## config.mk

```make
export PLATFORM = sky130hd
export DESIGN_NAME = life_automaton_row_step
export DESIGN_NICKNAME = d
export VERILOG_FILES = /design/src/rtl/lrs_pkg.sv /design/src/rtl/lrs_row_window.sv /design/src/rtl/lrs_next_gen.sv /design/src/rtl/life_automaton_row_step.sv
export SDC_FILE = /design/constraint.sdc
export NUM_CORES = 1
export LEC_CHECK = 0
export ABC_AREA = 1
export BUFFER_PORTS_ARGS = -buffer_cell sky130_fd_sc_hd__buf_2
export CAP_MARGIN = 25
export CORE_ASPECT_RATIO = 0.7
export CORE_UTILIZATION = 63
export DETAILED_ROUTE_END_ITERATION = 8
export MAX_ROUTING_LAYER = met4
export PLACE_DENSITY_LB_ADDON = 0.1
export SLEW_MARGIN = 30
export SYNTH_ARGS = -nofsm -noshare
export SYNTH_HDL_FRONTEND = slang
export SYNTH_SLANG_ARGS = --single-unit
```

## constraint.sdc

```tcl
create_clock -name clk -period 5.6 [get_ports clk]
set_clock_uncertainty 0.05 [all_clocks]
set_input_delay 1.12 -clock clk [delete_from_list [all_inputs] [get_ports clk]]
set_output_delay 1.12 -clock clk [all_outputs]
set_load 0.01 [all_outputs]
```

## src/rtl/lrs_pkg.sv

```systemverilog
// Shared types and constants for the Life row-step block.
`default_nettype none

package lrs_pkg;

  // Fixed widths of the stream payloads and the width register
  localparam int DATA_W = 64;
  localparam int CFG_W  = 7;

  // Reset value of the grid width register (all 64 columns in use)
  localparam logic [CFG_W-1:0] GRID_WIDTH_RST = 7'd64;

  // Side-band flags for one result row
  typedef struct packed {
    logic grid_end;     // bottom row of the new generation
    logic last_of_run;  // last result caused by one input item
  } lrs_job_t;

endpackage

`default_nettype wire

```

## src/rtl/lrs_row_window.sv

```systemverilog
// Row history and staged three-row window feeding the next-generation logic.
`default_nettype none

module lrs_row_window #(
  parameter int MAX_CELLS = 64
) (
  input  wire logic                 clk,
  input  wire logic                 rst,
  input  wire logic                 in_valid,
  output logic                      in_ready,
  input  wire logic [MAX_CELLS-1:0] in_row,
  input  wire logic                 in_last,
  input  wire logic                 out_free,
  output logic                      job_valid,
  output lrs_pkg::lrs_job_t         job,
  output logic [MAX_CELLS-1:0]      job_up,
  output logic [MAX_CELLS-1:0]      job_mid,
  output logic [MAX_CELLS-1:0]      job_dn
);
  import lrs_pkg::*;

  // The last two rows of the grid seen so far
  logic [MAX_CELLS-1:0] row_above;
  logic [MAX_CELLS-1:0] row_middle;
  logic                 rows_held;

  // Staged item: window snapshot plus its flags
  logic                 stage_valid;
  logic [MAX_CELLS-1:0] stage_up;
  logic [MAX_CELLS-1:0] stage_mid;
  logic [MAX_CELLS-1:0] stage_dn;
  logic                 stage_held;
  logic                 stage_last;
  logic                 phase;

  logic accept;
  logic has_result;
  logic second_job;
  logic final_job;
  logic advance;
  logic pop;

  assign accept     = in_valid && in_ready;
  assign has_result = stage_held || stage_last;
  // Second kind of job: bottom row (its own next generation with nothing below)
  assign second_job = phase || (!stage_held && stage_last);
  assign final_job  = !(stage_held && stage_last) || phase;
  assign advance    = stage_valid && has_result && out_free;
  assign pop        = stage_valid && (!has_result || (out_free && final_job));
  assign in_ready   = !stage_valid || pop;

  assign job_valid       = stage_valid && has_result;
  assign job.grid_end    = second_job;
  assign job.last_of_run = second_job || !stage_last;
  assign job_up          = second_job ? stage_mid : stage_up;
  assign job_mid         = second_job ? stage_dn  : stage_mid;
  assign job_dn          = second_job ? '0        : stage_dn;

  always_ff @(posedge clk) begin
    if (rst) begin
      row_above   <= '0;
      row_middle  <= '0;
      rows_held   <= 1'b0;
      stage_valid <= 1'b0;
      phase       <= 1'b0;
    end else begin
      if (accept) begin
        if (in_last) begin
          row_above  <= '0;
          row_middle <= '0;
          rows_held  <= 1'b0;
        end else begin
          row_above  <= row_middle;
          row_middle <= in_row;
          rows_held  <= 1'b1;
        end
        stage_valid <= 1'b1;
      end else if (pop) begin
        stage_valid <= 1'b0;
      end
      if (pop) begin
        phase <= 1'b0;
      end else if (advance) begin
        phase <= 1'b1;
      end
    end
  end

  // Window payload needs no reset
  always_ff @(posedge clk) begin
    if (accept) begin
      stage_up   <= row_above;
      stage_mid  <= row_middle;
      stage_dn   <= in_row;
      stage_held <= rows_held;
      stage_last <= in_last;
    end
  end

endmodule

`default_nettype wire

```

## src/rtl/lrs_next_gen.sv

```systemverilog
// B3/S23 next-generation logic for one row from its three-row window.
`default_nettype none

module lrs_next_gen #(
  parameter int MAX_CELLS = 64
) (
  input  wire logic [MAX_CELLS-1:0] row_up,
  input  wire logic [MAX_CELLS-1:0] row_mid,
  input  wire logic [MAX_CELLS-1:0] row_dn,
  input  wire logic [MAX_CELLS-1:0] mask,
  output logic      [MAX_CELLS-1:0] row_next
);
  import lrs_pkg::*;

  // Rows padded with a dead cell at each edge
  logic [MAX_CELLS+1:0] up_p;
  logic [MAX_CELLS+1:0] mid_p;
  logic [MAX_CELLS+1:0] dn_p;

  assign up_p  = {1'b0, row_up  & mask, 1'b0};
  assign mid_p = {1'b0, row_mid & mask, 1'b0};
  assign dn_p  = {1'b0, row_dn  & mask, 1'b0};

  always_comb begin
    logic [3:0] n;
    row_next = '0;
    for (int i = 0; i < MAX_CELLS; i++) begin
      n = 4'(up_p[i]) + 4'(up_p[i+1]) + 4'(up_p[i+2])
        + 4'(mid_p[i]) + 4'(mid_p[i+2])
        + 4'(dn_p[i]) + 4'(dn_p[i+1]) + 4'(dn_p[i+2]);
      row_next[i] = mask[i] && ((n == 4'd3) || ((n == 4'd2) && mid_p[i+1]));
    end
  end

endmodule

`default_nettype wire

```

## src/rtl/life_automaton_row_step.sv

```systemverilog
// Top level: row-streaming Life (B3/S23) generation step on a bounded grid.
//
//  channel | dir | handshake        | payload
//  --------+-----+------------------+---------------------------------------------
//  s_*     | in  | s_tvalid/tready  | tdata = row_cells, tlast = last_row
//  m_*     | out | m_tvalid/tready  | tdata = next_cells, tlast = grid_end,
//          |     |                  | tuser = last_of_run
//  cfg_*   | in  | cfg_wr_en        | cfg_wr_data = grid_width
//
// One row item per cycle is taken unless stalled; a row's result leaves after
// the row below it is accepted (window register, then output register). The
// bottom row of a grid of two or more rows yields two results and holds the
// input while the second result moves through the shared rule logic. Reset
// clears the row history, the window and the output valid; grid_width returns
// to 64. A stall on m_tready backs up through the window register.
`default_nettype none

module life_automaton_row_step #(
  parameter int MAX_CELLS = 64
) (
  input  wire logic                       clk,
  input  wire logic                       rst,
  // stream in: tdata[63:0] = row_cells
  input  wire logic                       s_tvalid,
  output logic                            s_tready,
  input  wire logic [lrs_pkg::DATA_W-1:0] s_tdata,
  input  wire logic                       s_tlast,
  // stream out: tdata[63:0] = next_cells; tuser[0] = last_of_run
  output logic                            m_tvalid,
  input  wire logic                       m_tready,
  output logic      [lrs_pkg::DATA_W-1:0] m_tdata,
  output logic                            m_tlast,
  output logic                            m_tuser,
  // width register
  input  wire logic                       cfg_wr_en,
  input  wire logic [lrs_pkg::CFG_W-1:0]  cfg_wr_data
);
  import lrs_pkg::*;

  logic [CFG_W-1:0]     grid_width;
  logic [MAX_CELLS-1:0] mask;
  logic                 out_free;
  logic                 job_valid;
  lrs_job_t             job;
  logic [MAX_CELLS-1:0] job_up;
  logic [MAX_CELLS-1:0] job_mid;
  logic [MAX_CELLS-1:0] job_dn;
  logic [MAX_CELLS-1:0] row_next;
  logic                 out_load;

  // Width register; to be written only while the block is idle, which the block does not enforce
  always_ff @(posedge clk) begin
    if (rst) begin
      grid_width <= GRID_WIDTH_RST;
    end else if (cfg_wr_en) begin
      grid_width <= cfg_wr_data;
    end
  end

  // Column mask: columns at or beyond grid_width are dead. Columns beyond
  // MAX_CELLS do not exist here, which saturates the width.
  always_comb begin
    for (int i = 0; i < MAX_CELLS; i++) begin
      mask[i] = CFG_W'(i) < grid_width;
    end
  end

  // Output register is free when empty or being drained this cycle
  assign out_free = !m_tvalid || m_tready;
  assign out_load = job_valid && out_free;

  // Drop dead columns on entry so held rows keep the width they arrived with
  lrs_row_window #(
    .MAX_CELLS (MAX_CELLS)
  ) u_window (
    .clk       (clk),
    .rst       (rst),
    .in_valid  (s_tvalid),
    .in_ready  (s_tready),
    .in_row    (s_tdata[MAX_CELLS-1:0] & mask),
    .in_last   (s_tlast),
    .out_free  (out_free),
    .job_valid (job_valid),
    .job       (job),
    .job_up    (job_up),
    .job_mid   (job_mid),
    .job_dn    (job_dn)
  );

  lrs_next_gen #(
    .MAX_CELLS (MAX_CELLS)
  ) u_next_gen (
    .row_up   (job_up),
    .row_mid  (job_mid),
    .row_dn   (job_dn),
    .mask     (mask),
    .row_next (row_next)
  );

  // Output register: hold while stalled, load the next result when free
  always_ff @(posedge clk) begin
    if (rst) begin
      m_tvalid <= 1'b0;
    end else if (out_free) begin
      m_tvalid <= job_valid;
    end
  end

  always_ff @(posedge clk) begin
    if (out_load) begin
      m_tdata <= DATA_W'(row_next);
      m_tlast <= job.grid_end;
      m_tuser <= job.last_of_run;
    end
  end

endmodule

`default_nettype wire

```

==> results of run 1 <==
==> path summary, 6_finish.rpt <==
check	from	end	slack, ps	depth (start not counted)
max	grid_width[2]	m_tdata[50]	340	17
min reg2reg	u_window.row_above[42]	u_window.stage_up[42]	370	0
max reg2reg	grid_width[2]	m_tdata[50]	340	17
min	u_window.row_above[42]	u_window.stage_up[42]	370	0
==> power by group <==
group	switching [uW]	internal, uW	total (uW)
Clock	1240	1710	2950
Sequential	80.1	3450	3530
Combinational	2870	1910	4780
==> worst max-delay path, delay by kind of cell (launching register included) <==
| kind | cells | cell delay [ps] |
|---|---|---|
| buffers and inverters | 4 | 850 |
| flip-flops | 1 | 460 |
| adder cells (fa/ha/maj) | 4 | 1870 |
| AND/OR/NAND/NOR | 7 | 1550 |
| AO/OA/AOI/OAI | 2 | 280 |
==> registers in the layout, summed over array words and instances (netlist names) <==
signal	flops
u_window.row_above	64
u_window.rows_held	1
u_window.stage_held	1
m_tuser	1
m_tvalid	1
u_window.stage_mid	64
grid_width	7
u_window.phase	1
u_window.stage_up	64
m_tdata	64
u_window.stage_last	1
u_window.row_middle	64
u_window.stage_dn	64
u_window.stage_valid	1
m_tlast	1
==> cell families (layout without fill, tap and decap cells) <==
logic type / Yosys count / after routing
AND/OR/NAND/NOR: 1262 / 1262
adder cells (fa/ha/maj): 386 / 386
XOR/XNOR: 20 / 20
buffers and inverters: 943 / 1086
other: 0 / 9
flip-flops: 399 / 399
AO/OA/AOI/OAI: 388 / 388
==> area by class of cell <==
cell class | instances | area, um2
repair buffers | 163 | 940
inverters | 845 | 3180
clock buffers | 59 | 1220
multi-input cells | 2056 | 14500
diodes | 9 | 22.5
clock inverters | 19 | 233
well taps | 594 | 743
flip-flops and latches | 399 | 10600
fillers | 3411 | 12900
==> layout by cell type, fill, tap and decap left out, types with 7 or more instances in the layout <==
master | synthesis | routed
o21ai_0 | 129 | 129
clkbuf_16 | 0 | 43
ha_1 | 134 | 134
a211oi_1 | 9 | 9
nor2_1 | 332 | 332
buf_2 | 37 | 143
inv_1 | 834 | 832
dfxtp_1 | 139 | 139
clkbuf_8 | 0 | 8
nor3_1 | 79 | 79
clkbuf_1 | 49 | 8
diode_2 | 0 | 9
a31o_2 | 26 | 26
nor2_4 | 9 | 9
edfxtp_1 | 260 | 260
buf_4 | 4 | 14
fa_1 | 252 | 252
a21oi_1 | 186 | 185
o211ai_1 | 13 | 13
nor2_2 | 34 | 34
nand2_1 | 591 | 590
clkinv_2 | 1 | 7
xnor2_1 | 18 | 18
nand3_1 | 173 | 172
nand2_2 | 19 | 19
inv_2 | 6 | 8
==> cells in the mapped netlist, types with 9 or more instances <==
library cell	n
a31o_2	26
nand2_1	591
xnor2_1	18
buf_2	37
nand2_2	19
nor3_1	79
ha_1	134
fa_1	252
a211oi_1	9
nand3_1	173
dfxtp_1	139
nor2_4	9
edfxtp_1	260
inv_1	834
o211ai_1	13
o21ai_0	129
clkbuf_1	49
a21oi_1	186
nor2_2	34
nor2_1	332
==> metrics by stage <==
step	cell area (um2)	power [uW]	setup WS, ps	instances	utilization [%]
5_1_grt	31400	12200	102	4144	70.9
3_5_place_dp	29900	8290	503	4056	67.5
4_1_cts	31400	11200	458	4134	70.8
2_1_floorplan	28700	7110	1060	3398	-
6_report	31400	11300	341	4144	70.9
3_3_place_gp	29900	7930	496	4056	67.5
==> routing by layer <==
layer	share of wire [%]	vias to the layer above	GRT usage (%)	wire length (um)
li1	-	10704	-	-
met1	43	10644	42.9	29800
met2	46	851	49.7	32000
met3	7.9	164	4.53	5500
met4	3.2	0	11.0	2190
met5	0	-	-	0
==> results.json, run 1 <==
{
  "start_util_pct": 64.7,
  "critPathMaxStageDelay_ps": 550,
  "syn-instance-count": 3398,
  "synthMuxAreaShare_pct": 0,
  "drt_wl_total_um": 69500,
  "critPathSlowestCell": "fa_1",
  "timing.critical_path.from_type": "flip-flop",
  "cts.htree.levels": 2,
  "area_share_of_the_largest_cell_type_after_synthesis_pct": 27.2,
  "post_route_cells_drive_above_1_share_pct": 10.1,
  "floorplan.io_pins": 145,
  "via_count": 22363,
  "timing.hold.worst.class": "reg -> reg",
  "outcome": "complete, no violations",
  "grt_setup_unrepaired": "no",
  "core-area_um2": 44300,
  "max_clock_freq_mhz": 190,
  "main_combinational_cell_family_by_area_after_synthesis": "adder cells",
  "drt_iter0_drc": 1925,
  "wire_per_inst_um": 16.8,
  "cts_repair_resize_count": 0,
  "layout.nets": 3970,
  "synth_fa_ha_area_share_pct": 23.4,
  "end_kind": "flip-flop",
  "viasPerCell": 5.40,
  "post_synthesis_share_of_cell_area_spent_on_xor_and_xnor_gates_pct": 0.611,
  "post_synthesis_simple_gate_area_fraction_pct": 18.8,
  "arrival_ps": 5570,
  "relSlewSlack_pct": 42.2,
  "max_cap_violations": 0,
  "cts_buffers": 42,
  "synth.yosys.warnings": 0,
  "ys_ff_latch": 399,
  "seq_area_frac_synth_pct": 36.9,
  "vias_in_the_first_global_route": 22522,
  "number_of_detailed_routing_iterations_run_before_antenna_repair": 7,
  "cts.hold.buffers_added": 0,
  "cp.required_ps": 5910,
  "die_w_um": 257,
  "clkLatencyLatePin_ps": 570,
  "ir_drop_mv": 0.219,
  "report.final.slew_viol_count": 0,
  "ctsRootBufferMaster": "clkbuf_16",
  "groute.usage.overall_pct": 31.8,
  "cts_tree": "done",
  "post_synth.cell_area_avg_um2": 8.44,
  "hold_viol": 0,
  "syn_area_um2": 28700,
  "layout_min_cycle_time_ps": 5260,
  "layout_worst_path_cycle_share_pct": 93.9,
  "dieArea_um2": 46400,
  "area.growth.synth_to_final_pct": 9.55,
  "grt_pass1_wl_um": 114000,
  "whs_ps": 374,
  "antenna_violations_before_repair": 9,
  "floorplan.rows": 64,
  "clockBufferDepth": 3,
  "portbufs": 144,
  "cts_num_sinks": 399,
  "crit_chain": "clkinv_1 > nand2_1 > inv_1 > nand2_1 > nand2_1 > nor2_2 > nand2_1 > nand2_1 > inv_1 > fa_1 > fa_1 > inv_1 > fa_1 > fa_1 > a21oi_1 > o21ai_0 > nor3_1",
  "cts_setup_buffers": 0,
  "grt_overflow": 0,
  "crit_path_max_fanout": 9,
  "power_density_nw_per_um2": 358,
  "main_flop_type_after_synthesis": "edfxtp_1",
  "synth_area_in_compound_gates_pct": 7.52,
  "grt_max_degree": 214,
  "total_leakage_power_uw": 0.0152,
  "hpwl_um": 51600,
  "routability_cong": 0.918,
  "async_flop_share_pct": 0,
  "synth.lib_cells_used.distinct": 45,
  "netlist_top_cells_area": "edfxtp_1 27%, fa_1 18%, inv_1 11%",
  "totalNegativeSetupSlack_ps": 0,
  "report.final.setup_viol": 0,
  "crit_top_cell": "nand2_1",
  "die_h_um": 180,
  "criticalPathCategory": "reg -> reg",
  "route.detailed.drc": 0,
  "synth_fp_nets": 3861,
  "number_of_enable_type_register_cells_in_the_synthesized_netlist": 260,
  "clkSlewWorstSetupHoldPaths_ps": 60,
  "antenna_violating_nets_post_route": 0,
  "netlist.top_cell.by_area": "edfxtp_1",
  "tightestPinTransition_ps": 867
}
Power figures use the tool's default switching activity.
==> run 2, diff against run 1 <==
--- a/config.mk
+++ b/config.mk
@@ -13,6 +13,7 @@
 export DETAILED_ROUTE_END_ITERATION = 8
 export MAX_ROUTING_LAYER = met4
 export PLACE_DENSITY_LB_ADDON = 0.1
+export REMOVE_ABC_BUFFERS = 1
 export SLEW_MARGIN = 30
 export SYNTH_ARGS = -nofsm -noshare
 export SYNTH_HDL_FRONTEND = slang
==> run 2 against run 1 <==
Clock power barely moved. Critical path depth down 1. Global-route usage down 1.2 points. Via count fell by 0.80%. Power fell by 0.19%. Sequential cell count unchanged. Highest routed layer unchanged. Non-clock buffer count increased by 2. Worst hold slack about the same. Combinational power fell by 0.8%. Critical endpoint is now m_tdata[19]. Register-to-register slack got worse by 50 ps. First-iteration DRC count fell by 11%. Final cell count about the same.
==> results.json, run 2 (synthesis gave the netlist of run 1 again) <==
{
  "drt_wl_total_um": 67700,
  "grt_pass1_wl_um": 110000,
  "floorplan.io_pins": 145,
  "totalNegativeSetupSlack_ps": 0,
  "seqPwrFrac_pct": 31.4,
  "timing.critical_path.from_type": "flip-flop",
  "antenna_violations_before_repair": 4,
  "grt.busiest_layer": "met2",
  "floorplan.rows": 64,
  "outcome": "complete, no violations",
  "grt_setup_unrepaired": "no",
  "arrival_ps": 5620,
  "cp.required_ps": 5910,
  "hold_path.startpoint": "u_window.row_above[7]",
  "timing.rr.start": "grid_width[2]",
  "end_kind": "flip-flop",
  "criticalPathCategory": "reg -> reg",
  "whs_ps": 374,
  "die_w_um": 257,
  "area.growth.synth_to_final_pct": 9.70,
  "worstHoldEndpoint": "u_window.stage_up[7]",
  "cts.htree.levels": 2,
  "numPlacedInstances": 4059,
  "layout.cells.most_common": "inv_1",
  "route.detailed.drc": 0,
  "die_h_um": 180,
  "antenna_violating_nets_post_route": 0,
  "clockBufferDepth": 3,
  "total_leakage_power_uw": 0.0152,
  "cts_num_sinks": 399,
  "crit_path_max_fanout": 9,
  "timing.hold.worst.class": "reg -> reg",
  "max_cap_violations": 0,
  "power_frac_comb_pct": 42.2,
  "vias_in_the_first_global_route": 22074,
  "wire_per_inst_um": 16.3,
  "setup_ws_ps": 288,
  "clkLatencyLatePin_ps": 560,
  "ir_drop_mv": 0.249,
  "min_delay_path_depth": 0,
  "post_route_cells_drive_above_1_share_pct": 10.1,
  "routability_cong": 0.926,
  "report.final.slew_viol_count": 0,
  "rr_worst_depth": 16,
  "viasPerCell": 5.36,
  "drt_iter0_drc": 1704,
  "ctsRootBufferMaster": "clkbuf_16",
  "layout_min_cycle_time_ps": 5310,
  "most-common-layout-cells": "832 x inv_1, 590 x nand2_1, 331 x nor2_1",
  "max_clock_freq_mhz": 188,
  "cts_setup_buffers": 0,
  "dieArea_um2": 46400,
  "report.final.setup_viol": 0,
  "power.share.clock_pct": 26.4,
  "hpwl_um": 50500,
  "grt_overflow": 0,
  "globalRouteMet2Util_pct": 48.2,
  "cts_buffers": 42,
  "grt_util_met3_pct": 4.75,
  "power_internal_uw": 7100,
  "start_util_pct": 64.7,
  "portbufs": 144,
  "layout.cell_area.non_filler_um2": 31400,
  "core-area_um2": 44300,
  "number_of_detailed_routing_iterations_run_before_antenna_repair": 5,
  "cts_tree": "done",
  "rrSetupSlack_ps": 290,
  "relSlewSlack_pct": 37.0,
  "nFillCells": 3441,
  "power.switching_fraction_pct": 36.8,
  "layout_worst_path_cycle_share_pct": 94.9,
  "dp_slack_ps": 326,
  "clkSlewWorstSetupHoldPaths_ps": 60,
  "power_switching_uw": 4130,
  "cts_repair_resize_count": 0,
  "regToRegEndpoint": "m_tdata[19]",
  "final_cells": 4141,
  "groute.usage.overall_pct": 30.6,
  "power_density_nw_per_um2": 357,
  "via_count": 22183,
  "layout.nets": 3972,
  "post_detailed_placement_cell_area_um2": 30000,
  "hold_viol": 0,
  "grt_max_degree": 132,
  "cts.hold.buffers_added": 0,
  "tightestPinTransition_ps": 942,
  "grt_util_met1_pct": 41.0
}
-- run 2: critical path: stages, from the launching register on --
cell and delay (ps):
dfxtp_1 490, clkinv_1 470, nand2_1 500, inv_1 240
nand2_1 230, nand2_2 120, nor3_1 260, inv_1 160
fa_1 560, inv_1 60, fa_1 520, fa_1 440
inv_1 90, fa_1 410, a21oi_1 140, o21ai_0 140
nor3_1 230
-- run 2: final cells by class --
class,instances,area (um2),area share [%]
inverter,845,3180,10.1
antenna,4,10.0,0.0318
tap,594,743,2.36
sequential,399,10600,33.7
clock buffer,59,1280,4.07
timing repair buffer,165,960,3.05
multi-input combinational,2056,14500,46.1
clock inverter,19,196,0.625
-- run 2: power groups by stage --
| stage | logic, uW | registers, uW | clock network [uW] |
|---|---|---|---|
| detailed placement | 4690 | 3590 | 0 |
| floorplan | 3470 | 3650 | 0 |
| global route | 5490 | 3550 | 3100 |
| CTS | 4750 | 3530 | 2990 |
| global placement | 4320 | 3590 | 0 |
| finish | 4740 | 3530 | 2960 |
-- run 2: through the flow --
| stage | util (%) | power (uW) |
|---|---|---|
| 2_1_floorplan | - | 7120 |
| 3_3_place_gp | 67.6 | 7910 |
| 3_5_place_dp | 67.7 | 8280 |
| 4_1_cts | 71.0 | 11300 |
| 5_1_grt | 71.0 | 12100 |
| 6_report | 71.0 | 11200 |
-- run 2: worst max path at each step --
stage,start,end,cells past startpoint
finish,grid_width[2],m_tdata[19],16
global route,grid_width[2],m_tdata[19],16
CTS,grid_width[2],m_tdata[19],16
detailed placement,grid_width[2],m_tdata[19],16
global placement,grid_width[2],m_tdata[19],16
floorplan,m_tready,u_window.stage_dn[0],4
-- run 2: metal layers --
| metal | up-vias | part of all wire (%) |
|---|---|---|
| met4 | 0 | 2.5 |
| met5 | - | 0 |
| li1 | 10711 | - |
| met2 | 689 | 47 |
| met3 | 118 | 6.4 |
| met1 | 10665 | 44 |
